### config.mk
export PLATFORM = sky130hd
export DESIGN_NAME = servo_trajectory_smoother_core
export DESIGN_NICKNAME = d
export VERILOG_FILES = /design/src/hdl/sts_pkg.sv /design/src/hdl/sts_front.sv /design/src/hdl/sts_queue.sv /design/src/hdl/sts_back.sv /design/src/hdl/servo_trajectory_smoother_core.sv
export SDC_FILE = /design/constraint.sdc
export NUM_CORES = 2
export LEC_CHECK = 0
export ABC_AREA = 0
export BUFFER_PORTS_ARGS = -buffer_cell sky130_fd_sc_hd__buf_2
export CORE_MARGIN = 5
export CORE_UTILIZATION = 60
export DETAILED_ROUTE_END_ITERATION = 12
export PLACE_DENSITY_LB_ADDON = 0.1
export SLEW_MARGIN = 40
export SYNTH_ARGS = -nofsm -noshare
export SYNTH_HDL_FRONTEND = slang
export SYNTH_HIERARCHICAL = 1
export SYNTH_SLANG_ARGS = --single-unit
export TNS_END_PERCENT = 100
### constraint.sdc
create_clock -name clk -period 44 [get_ports clk]
set_input_delay 4.4 -clock clk [delete_from_list [all_inputs] [get_ports clk]]
set_output_delay 4.4 -clock clk [all_outputs]
set_load 0.02 [all_outputs]
### src/hdl/sts_pkg.sv
// Shared types and constants for the servo trajectory smoother.
package sts_pkg;

	localparam int NUM_JOINTS  = 5;
	localparam int EASE_JOINTS = 4;
	localparam int QUEUE_DEPTH = 4;

	localparam int MAX_STEPS_DEF = 40;
	localparam int TICK_MS_DEF   = 20;
	localparam int MOVE_MS_DEF   = 3000;

	typedef logic [15:0] angle_t;
	typedef logic [16:0] frac_t;
	typedef logic [12:0] duty_t;
	typedef logic [1:0]  phase_t;

	localparam angle_t ANGLE_MAX   = 16'd46080;
	localparam angle_t ONE_DEG     = 16'd256;
	localparam frac_t  FRAC_ONE    = 17'd65536;
	localparam duty_t  DUTY_OFFSET = 13'd1280;
	localparam phase_t PHASE_LAST  = 2'd3;

	// joint 0 in the low word
	localparam angle_t [NUM_JOINTS-1:0] RESET_ANGLE = {
		16'd39680, 16'd23040, 16'd40960, 16'd17920, 16'd23040
	};

	typedef struct packed {
		angle_t [NUM_JOINTS-1:0] target;
		frac_t                   frac;
		logic                    snap;
		logic                    mode;
		phase_t                  phase;
	} sts_entry_t;

endpackage

### src/hdl/sts_front.sv
// Input side: button edge detection, mode/phase/step registers and ease lookup.
module sts_front import sts_pkg::*; #(
	parameter int MAX_STEPS = MAX_STEPS_DEF,
	parameter int TICK_MS   = TICK_MS_DEF,
	parameter int MOVE_MS   = MOVE_MS_DEF
) (
	input  logic                    clk,
	input  logic                    arst_n,
	input  logic                    in_valid,
	output logic                    in_stall,
	input  logic                    button_level,
	input  angle_t [NUM_JOINTS-1:0] target,
	input  logic                    queue_full,
	output logic                    push,
	output sts_entry_t              entry
);

	localparam int STEP_W = $clog2(MAX_STEPS + 2);
	localparam int IDX_W  = $clog2(MAX_STEPS + 1);
	localparam logic [STEP_W-1:0] STEP_SAT = STEP_W'(MAX_STEPS + 1);
	localparam logic [63:0] EASE_DEN = 64'(MOVE_MS) * 64'(MOVE_MS) * 64'(MOVE_MS);

	typedef logic [MAX_STEPS:0][16:0] ease_tab_t;

	// 3u^2 - 2u^3 in Q1.16, rounded, u clamped at 1
	function automatic ease_tab_t ease_table();
		ease_tab_t   tab;
		logic [63:0] s;
		logic [63:0] num;
		for (int i = 0; i <= MAX_STEPS; i++) begin
			s = 64'(i) * 64'(TICK_MS);
			if (s >= 64'(MOVE_MS)) begin
				tab[i] = FRAC_ONE;
			end else begin
				num    = s * s * (64'(3 * MOVE_MS) - 2 * s);
				tab[i] = 17'((num * 64'd65536 + EASE_DEN / 2) / EASE_DEN);
			end
		end
		return tab;
	endfunction

	localparam ease_tab_t EASE_TAB = ease_table();

	logic              released_q;
	logic              mode_q;
	phase_t            phase_q;
	logic [STEP_W-1:0] step_q;

	logic              press;
	logic              released_new;
	logic              mode_new;
	phase_t            phase_new;
	logic [STEP_W-1:0] step_base;
	logic [STEP_W-1:0] step_new;
	logic              snap;
	logic [IDX_W-1:0]  ease_idx;

	assign in_stall = queue_full;
	assign push     = in_valid && !queue_full;

	always_comb begin
		press     = button_level && released_q;
		step_base = press ? '0 : step_q;
		step_new  = (step_base < STEP_SAT) ? step_base + 1'b1 : step_base;
		snap      = (step_new == STEP_SAT);
		ease_idx  = snap ? '0 : step_new[IDX_W-1:0];

		if (press) begin
			released_new = 1'b0;
			if (phase_q == PHASE_LAST) begin
				phase_new = '0;
				mode_new  = 1'b0;
			end else begin
				phase_new = phase_q + 1'b1;
				mode_new  = !mode_q;
			end
		end else begin
			released_new = released_q || !button_level;
			phase_new    = phase_q;
			mode_new     = mode_q;
		end
	end

	always_comb begin
		for (int j = 0; j < NUM_JOINTS; j++) begin
			entry.target[j] = (target[j] > ANGLE_MAX) ? ANGLE_MAX : target[j];
		end
		entry.frac  = snap ? FRAC_ONE : EASE_TAB[ease_idx];
		entry.snap  = snap;
		entry.mode  = mode_new;
		entry.phase = phase_new;
	end

	always_ff @(posedge clk or negedge arst_n) begin
		if (!arst_n) begin
			released_q <= 1'b1;
			mode_q     <= 1'b0;
			phase_q    <= '0;
			step_q     <= '0;
		end else if (push) begin
			released_q <= released_new;
			mode_q     <= mode_new;
			phase_q    <= phase_new;
			step_q     <= step_new;
		end
	end

endmodule

### src/hdl/sts_queue.sv
// Short FIFO between the input side and the joint pipeline.
module sts_queue import sts_pkg::*; (
	input  logic       clk,
	input  logic       arst_n,
	input  logic       push,
	input  sts_entry_t wr_entry,
	output logic       full,
	input  logic       pop,
	output logic       not_empty,
	output sts_entry_t rd_entry
);

	localparam int PTR_W = $clog2(QUEUE_DEPTH);
	localparam int CNT_W = $clog2(QUEUE_DEPTH + 1);

	sts_entry_t       slot_q [QUEUE_DEPTH];
	logic [PTR_W-1:0] wr_ptr_q;
	logic [PTR_W-1:0] rd_ptr_q;
	logic [CNT_W-1:0] count_q;

	assign full      = (count_q == CNT_W'(QUEUE_DEPTH));
	assign not_empty = (count_q != '0);
	assign rd_entry  = slot_q[rd_ptr_q];

	always_ff @(posedge clk) begin
		if (push) begin
			slot_q[wr_ptr_q] <= wr_entry;
		end
	end

	always_ff @(posedge clk or negedge arst_n) begin
		if (!arst_n) begin
			wr_ptr_q <= '0;
			rd_ptr_q <= '0;
			count_q  <= '0;
		end else begin
			if (push) begin
				wr_ptr_q <= wr_ptr_q + 1'b1;
			end
			if (pop) begin
				rd_ptr_q <= rd_ptr_q + 1'b1;
			end
			if (push && !pop) begin
				count_q <= count_q + 1'b1;
			end else if (pop && !push) begin
				count_q <= count_q - 1'b1;
			end
		end
	end

endmodule

### src/hdl/sts_back.sv
// Joint pipeline: eased angle update, then duty conversion into the output register.
module sts_back import sts_pkg::*; (
	input  logic                   clk,
	input  logic                   arst_n,
	input  logic                   q_not_empty,
	input  sts_entry_t             q_entry,
	output logic                   pop,
	output logic                   out_valid,
	input  logic                   out_stall,
	output duty_t [NUM_JOINTS-1:0] duty,
	output logic                   mode_flag,
	output phase_t                 phase_count
);

	// x/9 == (x * 116509) >> 20 for x below 2^17
	localparam logic [16:0] DIV9_MUL   = 17'd116509;
	localparam int          DIV9_SHIFT = 20;

	angle_t [NUM_JOINTS-1:0] angle_q;
	logic                    valid_s1;
	logic                    mode_s1;
	phase_t                  phase_s1;

	angle_t [NUM_JOINTS-1:0]  angle_next;
	angle_t [EASE_JOINTS-1:0] eased;
	duty_t  [NUM_JOINTS-1:0]  duty_next;
	angle_t                   j1_diff;
	logic                     out_load;

	assign out_load = valid_s1 && (!out_valid || !out_stall);
	assign pop      = q_not_empty && (!valid_s1 || out_load);

	// eased joints: move by frac of the remaining distance, rounded
	for (genvar j = 0; j < EASE_JOINTS; j++) begin : g_ease
		angle_t      a;
		angle_t      t;
		logic        up;
		angle_t      gap;
		logic [33:0] prod;
		angle_t      move;
		assign a        = angle_q[j];
		assign t        = q_entry.target[j];
		assign up       = (t >= a);
		assign gap      = up ? t - a : a - t;
		assign prod     = 34'(q_entry.frac) * 34'(gap) + 34'd32768;
		assign move     = prod[31:16];
		assign eased[j] = up ? a + move : a - move;
	end

	always_comb begin
		for (int j = 0; j < EASE_JOINTS; j++) begin
			angle_next[j] = q_entry.snap ? q_entry.target[j] : eased[j];
		end

		// joint 1 creeps a further degree toward its target
		j1_diff = (angle_next[1] > q_entry.target[1]) ? angle_next[1] - q_entry.target[1]
		                                              : q_entry.target[1] - angle_next[1];
		if (j1_diff < ONE_DEG) begin
			angle_next[1] = q_entry.target[1];
		end else if (angle_next[1] > q_entry.target[1]) begin
			angle_next[1] = angle_next[1] - ONE_DEG;
		end else begin
			angle_next[1] = angle_next[1] + ONE_DEG;
		end

		angle_next[NUM_JOINTS-1] = q_entry.target[NUM_JOINTS-1];
	end

	for (genvar j = 0; j < NUM_JOINTS; j++) begin : g_duty
		logic [16:0] x;
		logic [33:0] p;
		assign x            = 17'(angle_q[j]) + 17'd4;
		assign p            = 34'(x) * 34'(DIV9_MUL);
		assign duty_next[j] = p[DIV9_SHIFT +: 13] + DUTY_OFFSET;
	end

	always_ff @(posedge clk or negedge arst_n) begin
		if (!arst_n) begin
			angle_q  <= RESET_ANGLE;
			valid_s1 <= 1'b0;
		end else if (pop) begin
			angle_q  <= angle_next;
			valid_s1 <= 1'b1;
		end else if (out_load) begin
			valid_s1 <= 1'b0;
		end
	end

	always_ff @(posedge clk) begin
		if (pop) begin
			mode_s1  <= q_entry.mode;
			phase_s1 <= q_entry.phase;
		end
	end

	always_ff @(posedge clk or negedge arst_n) begin
		if (!arst_n) begin
			out_valid <= 1'b0;
		end else if (out_load) begin
			out_valid <= 1'b1;
		end else if (!out_stall) begin
			out_valid <= 1'b0;
		end
	end

	always_ff @(posedge clk) begin
		if (out_load) begin
			duty        <= duty_next;
			mode_flag   <= mode_s1;
			phase_count <= phase_s1;
		end
	end

endmodule

### src/hdl/servo_trajectory_smoother_core.sv
// Top level of the servo trajectory smoother: input side, queue and joint pipeline.
//
//   channel | direction | handshake          | payload
//   --------+-----------+--------------------+-----------------------------------------
//   in      | into core | in_valid/in_stall   | button_level, target_0..target_4
//   out     | from core | out_valid/out_stall | duty_0..duty_4, mode_flag, phase_count
//
// One tick per clock sustained while the output is not stalled; a transfer on
// the input reaches the output register through the queue write, then the angle
// update, then the duty conversion, after which the result can transfer.
// The angle update is a feedback loop through the angle registers: one ease
// multiply per eased joint followed by the joint 1 degree step.
// Reset puts the joints at 90, 70, 160, 90, 155 degrees, button released,
// mode and phase zero. A stalled output backs up the pipeline into the
// four-entry queue; in_stall rises only once that queue is full.
module servo_trajectory_smoother_core import sts_pkg::*; #(
	parameter int MAX_STEPS = MAX_STEPS_DEF,
	parameter int TICK_MS   = TICK_MS_DEF,
	parameter int MOVE_MS   = MOVE_MS_DEF
) (
	input  logic   clk,
	input  logic   arst_n,
	input  logic   in_valid,
	output logic   in_stall,
	input  logic   button_level,
	input  angle_t target_0,
	input  angle_t target_1,
	input  angle_t target_2,
	input  angle_t target_3,
	input  angle_t target_4,
	output logic   out_valid,
	input  logic   out_stall,
	output duty_t  duty_0,
	output duty_t  duty_1,
	output duty_t  duty_2,
	output duty_t  duty_3,
	output duty_t  duty_4,
	output logic   mode_flag,
	output phase_t phase_count
);

	angle_t [NUM_JOINTS-1:0] target;
	duty_t  [NUM_JOINTS-1:0] duty;
	sts_entry_t              wr_entry;
	sts_entry_t              rd_entry;
	logic                    push;
	logic                    pop;
	logic                    q_full;
	logic                    q_not_empty;

	assign target = {target_4, target_3, target_2, target_1, target_0};
	assign duty_0 = duty[0];
	assign duty_1 = duty[1];
	assign duty_2 = duty[2];
	assign duty_3 = duty[3];
	assign duty_4 = duty[4];

	// front: edge detect, phase/mode/step bookkeeping, ease fraction lookup
	sts_front #(
		.MAX_STEPS (MAX_STEPS),
		.TICK_MS   (TICK_MS),
		.MOVE_MS   (MOVE_MS)
	) u_front (
		.clk          (clk),
		.arst_n       (arst_n),
		.in_valid     (in_valid),
		.in_stall     (in_stall),
		.button_level (button_level),
		.target       (target),
		.queue_full   (q_full),
		.push         (push),
		.entry        (wr_entry)
	);

	// decouples the front from output back-pressure
	sts_queue u_queue (
		.clk       (clk),
		.arst_n    (arst_n),
		.push      (push),
		.wr_entry  (wr_entry),
		.full      (q_full),
		.pop       (pop),
		.not_empty (q_not_empty),
		.rd_entry  (rd_entry)
	);

	// back: joint angle state and duty output register
	sts_back u_back (
		.clk         (clk),
		.arst_n      (arst_n),
		.q_not_empty (q_not_empty),
		.q_entry     (rd_entry),
		.pop         (pop),
		.out_valid   (out_valid),
		.out_stall   (out_stall),
		.duty        (duty),
		.mode_flag   (mode_flag),
		.phase_count (phase_count)
	);

endmodule
-- Word level (Yosys, flattened, before mapping)
Memory sizes are Yosys's and may differ from the RTL's.
Cells that the tools add are included.
- $mul: 9
- add/subtract/negate cells: 40
- muxes and demuxes: 38
- equality and inequality tests: 4
- $lt $le $gt $ge: 13
- reduce and logical (&&, ||, !) cells: 20
- operators with widths (kind ; number):
    two-way mux 16 bit ; 20
    subtractor 16 bit ; 14
    multiplier 17 x 17 -> 33 bit (second input constant) ; 5
    adder 32 x 16 -> 32 bit (second input constant) ; 4
    multiplier 17 x 16 -> 32 bit ; 4
    adder 16 x 3 -> 17 bit (second input constant) ; 5
    > comparator 16 bit (second input constant) ; 5
    adder 13 x 11 -> 13 bit (second input constant) ; 5
    adder 16 bit ; 4
    greater-or-equal comparator 16 bit ; 4
    two-way mux 17 bit ; 2
    two-way mux 6 bit ; 3
    adder 16 x 9 -> 16 bit (second input constant) ; 1
    > comparator 16 bit ; 1
    less-than comparator 16 x 9 -> 1 bit (second input constant) ; 1
    subtractor 16 x 9 -> 16 bit (second input constant) ; 1
    two-way mux 1 bit ; 9
    logical NOT 1 bit ; 8
    less-than comparator 6 x 7 -> 1 bit (second input constant) ; 1
    adder 2 x 1 -> 2 bit (second input constant) ; 3
    adder 6 x 1 -> 6 bit (second input constant) ; 1
    equality test 6 bit (second input constant) ; 1
    logical AND 1 bit ; 6
    less-than comparator 6 bit (second input constant) ; 1
    other kinds (10) ; 15
- bits in writable memories: 404
- logic and storage cells: 149
- output and inout port bits: 70
- memories kept: 2
- ROM bits: 1088
- register bits after elaboration: 170
- bits of input ports: 85
- memory list (memory ; words ; bits a word ; rd ports ; clocked after Yosys merged registers in ; wr ports ; RTL line ; source):
    (no name shown) ; 64 ; 17 ; 1 ; 0 ; 0 ; sts_front.sv:88 ; entry.frac = snap ? FRAC_ONE : EASE_TAB[ease_idx];
    u_queue.slot_q ; 4 ; 101 ; 1 ; 0 ; 1 ; sts_queue.sv:16 ; sts_entry_t slot_q [QUEUE_DEPTH];

-- Depth between registers and ports, before layout
An unclocked memory read counts as a cell.
- word-level depth: 12
- gate-level depth with buffers: 76

-- Hierarchy
Netlist, hierarchy kept.
- modules (own cells, without submodules) (module ; cells each ; area an instance (µm²) ; sequential area each (µm²) ; instances):
    sts_back ; 8286 ; 73485.5 ; 4206.5 ; 1
    sts_queue ; 562 ; 15039.4 ; 12306.8 ; 1
    sts_front ; 370 ; 2466.1 ; 251.5 ; 1

-- Least setup slack after synthesis
No wires, ideal clock.
- kind: register to register
- from: reg u_queue.rd_ptr_q[0]
- to: reg u_back.angle_q, in the netlist u_back/g_ease[1].a[12]
- library setup time: 0.083 ns
- cell stages (with the launch flop): 69
- setup slack: 28.802 ns
- period minus slack after synthesis: 15.198 ns
- arrival: 15.116 ns
- data required time: 43.917 ns
- path buffers: 7
- path through: dfrtp_1 buf_6 buf_12 buf_12 mux4_2 inv_1 ha_1 clkbuf_1 a21oi_1 o21ai_0 a221o_1 a2111o_1 a311oi_1 o22ai_1 a21oi_1 o22ai_1 a21oi_1 o22ai_1 (+33 left out) xnor2_1 xnor2_1 nor4_1 nor3_1 ha_1 a21oi_1 o21ai_0 a21o_1 nand2_1 clkbuf_1 mux2_2 a211oi_1 o211ai_1 a211o_1 nor2_1 clkbuf_1 a21oi_1 o21ai_0
- RTL lines (item ; RTL line ; source):
    start: declaration ; sts_queue.sv:18 ; logic [PTR_W-1:0] rd_ptr_q;
    start signal: assignment ; sts_queue.sv:41 ; rd_ptr_q <= rd_ptr_q + 1'b1;
    end signal: assignment ; sts_back.sv:82 ; angle_q <= angle_next;
    end: declaration ; sts_back.sv:19 ; angle_t [NUM_JOINTS-1:0] angle_q;

==> flow_summary.toml <==
[cts]
clockBufferDepth = 3
post-cts-setup-buffers = 0
numClockSinks = 574
cts_root_buf = "clkbuf_16"
cts_resized = 0
h-tree-depth = 3
hold_buffers = 0
cts_made_buffers = 67
cts.clk_slew.worst_paths_ps = 60
cts_tree = "built"
insertion_delay_ps = 690

[drt]
vias = 65200
wl_met1_mm = 99.6
vias_per_cell = 5.77
drtIter0Drc = 3989
wl_per_cell_um = 20.7
drt_wl_total_mm = 234
drc = 0
postRouteAntennaNets = 0
highest_layer = "met4"
firstDrtPassIters = 5
dr_wl_met3_mm = 13.4
met2WireLength_mm = 113

[global_route]
grt-ovfl-total = 0
grt_pass1_vias = 67900
grt_max_degree = 77
grt_pass1_wl_mm = 374
antenna_found_initial = 9
gr-usage-all-layers_pct = 29.8

[timing]
setup_violations = 0
period_share_pct = 39.5
worst_pin_slew_ps = 894
setup_tns_ps = 0
fin_skew_ps = 43.5
finalHoldViolCount = 0
fmax_mhz = 57.5
maxSlewHeadroom_pct = 39.8
rsz0062_at_grt = "false"
fin_crit_ps = 17380
slew_violations = 0

[critical_path]
critPathMaxFanout = 31
max_stage_delay_ps = 680
criticalPathCategory = "reg2reg"
crit_buf_inv = 7
critPathTopFamily = "compound AO/OA/AOI/OAI gates"
crit_path_start_kind = "flop"
cp-end-kind = "flop"
crit_required_ps = 44590
cp_data_arrival_time_ps = 17970
crit_slowest_cell = "dfrtp_4"

[final_layout]
nNetsFinal = 11800
final_common_cell = "inv_1"
regArea_mm2 = 0.0168
nFillCells = 12600
drive_gt1_share_pct = 6.40
area_growth_pct = 5.62
fin_util_pct = 63.5
mostFrequentLayoutCells = "inv_1 (1733), ha_1 (1322), fa_1 (1202), nand2_1 (964), edfxtp_1 (475)"
multi_input_area_mm2 = 0.0663

[placed_design]
dp_hpwl_mm = 182
gp_congestion = 0.966
numPortBuffers = 154

[synthesis]
syn-mean-instance-area_um2 = 9.87
yosys_most_used_dff = "edfxtp_1"
synth_cells = 9218
mappedNetlistArea_mm2 = 0.0910
ys_ff_latch = 574
ys_seq_area_share_pct = 18.4
synth-async-reset-ratio_pct = 17.2
synth_edf_count = 475
yosys.cell_types.count = 111
yosysWarningCount = 6

[floorplan]
fp.dieH_um = 399
initial_core_util_pct = 60.1
die_area_mm2 = 0.160
rows = 143
coreArea_mm2 = 0.151
die_x_um = 399
pin_count = 155

[hold_path]
hold_class = "reg2reg"

[flow_run]
cap_violations = 0

[status]
status = "complete, no violations"
## path summary, 6_finish.rpt
path,from,endpoint,slack (ps),depth (start not counted)
worst max-delay path,u_queue/rd_ptr_q[1],u_back/g_ease[1].a[9],26620,65
max in group asynchronous,arst_n,u_queue/rd_ptr_q[0],39110,2
worst min register to register,u_back/phase_s1[0],u_back/phase_count[0],430,0
min in group asynchronous,arst_n,u_back/angle_q[68],3700,1
worst max register to register,u_queue/rd_ptr_q[1],u_back/g_ease[1].a[9],26620,65
worst min-delay path,u_back/phase_s1[0],u_back/phase_count[0],430,0
## worst reg2reg max path, delay by kind of cell (launching register included)
kind / cells / cell delay, ps
AO/OA/AOI/OAI: 29 / 6200
adder cells (fa/ha/maj): 11 / 4510
AND/OR/NAND/NOR: 11 / 2790
buffers and inverters: 7 / 1290
multiplexers: 3 / 1090
XOR/XNOR: 4 / 760
flip-flops: 1 / 680
## registers in the layout, summed over array words and instances (netlist names)
signal,count
u_back/mode_flag,1
u_back/phase_s1,2
u_front/phase_q,2
u_back/mode_s1,1
u_back/phase_count,2
u_queue/wr_ptr_q,2
u_front/step_q,6
u_front/mode_q,1
u_queue/rd_ptr_q,2
u_back/valid_s1,1
u_queue/slot_q,404
u_back/duty,65
u_back/angle_q,16
u_back/out_valid,1
u_front/released_q,1
u_back/g_ease.a,64
u_queue/count_q,3
## cell type report
class | instances | share of cell area [%]
clock buffer | 93 | 1.94
inverter | 1737 | 6.79
antenna | 3 | 0.00781
sequential | 574 | 17.5
clock inverter | 29 | 0.365
multi-input combinational | 6564 | 69.0
tap | 2030 | 2.64
timing repair buffer | 269 | 1.78
## Yosys cell counts (all sizes together), types with 52 or more instances
cell | count | area, um^2
edfxtp | 475 | 14300
xor2 | 129 | 1130
nand2b | 57 | 357
buf | 52 | 413
mux4 | 101 | 2270
ha | 1322 | 16500
nand2 | 966 | 3630
nor2 | 271 | 1020
xnor2 | 298 | 2610
a21o | 159 | 1190
o21ai | 231 | 1160
dfrtp | 80 | 2000
a211oi | 71 | 561
a21oi | 335 | 1680
mux2i | 58 | 593
nor3 | 73 | 370
fa | 1202 | 24100
inv | 1737 | 6520
clkbuf | 292 | 1100
nand3 | 101 | 505
nor2b | 135 | 845
and2 | 418 | 2620
## metrics by stage
step | setup WS [ps] | instance area (um^2) | hold slack [ps] | std cells
final | 26620 | 96100 | 430 | 11300
after global routing | 25330 | 96100 | 445 | 11300
after CTS | 26520 | 96100 | 432 | 11300
after detailed placement | 26600 | 93800 | 425 | 11200
after global placement | 26950 | 93700 | 405 | 11200
after floorplan | 28800 | 91000 | 400 | 9219
## kinds of logic after synthesis
family                     after synthesis  share of synthesized area [%]
other                                    1                        0.00412
adders and majority gates             2524                           44.6
AOI/OAI and AO/OA                     1211                           8.80
buffers and inverters                 2081                           8.83
muxes                                  171                           3.30
DFF                                    574                           18.4
xor gates and xnor gates               429                           4.16
and+or+nand+nor                       2227                           11.9
## routing by layer
| layer | GRT usage (%) | up-vias |
|---|---|---|
| met2 | 50.3 | 1920 |
| li1 | - | 30100 |
| met4 | 9.61 | 0 |
| met1 | 40.4 | 32900 |
| met5 | 0 | - |
| met3 | 3.58 | 388 |
Power is not shown: default switching activity piles up to over one toggle a cycle in this logic, so the estimate is an artifact.
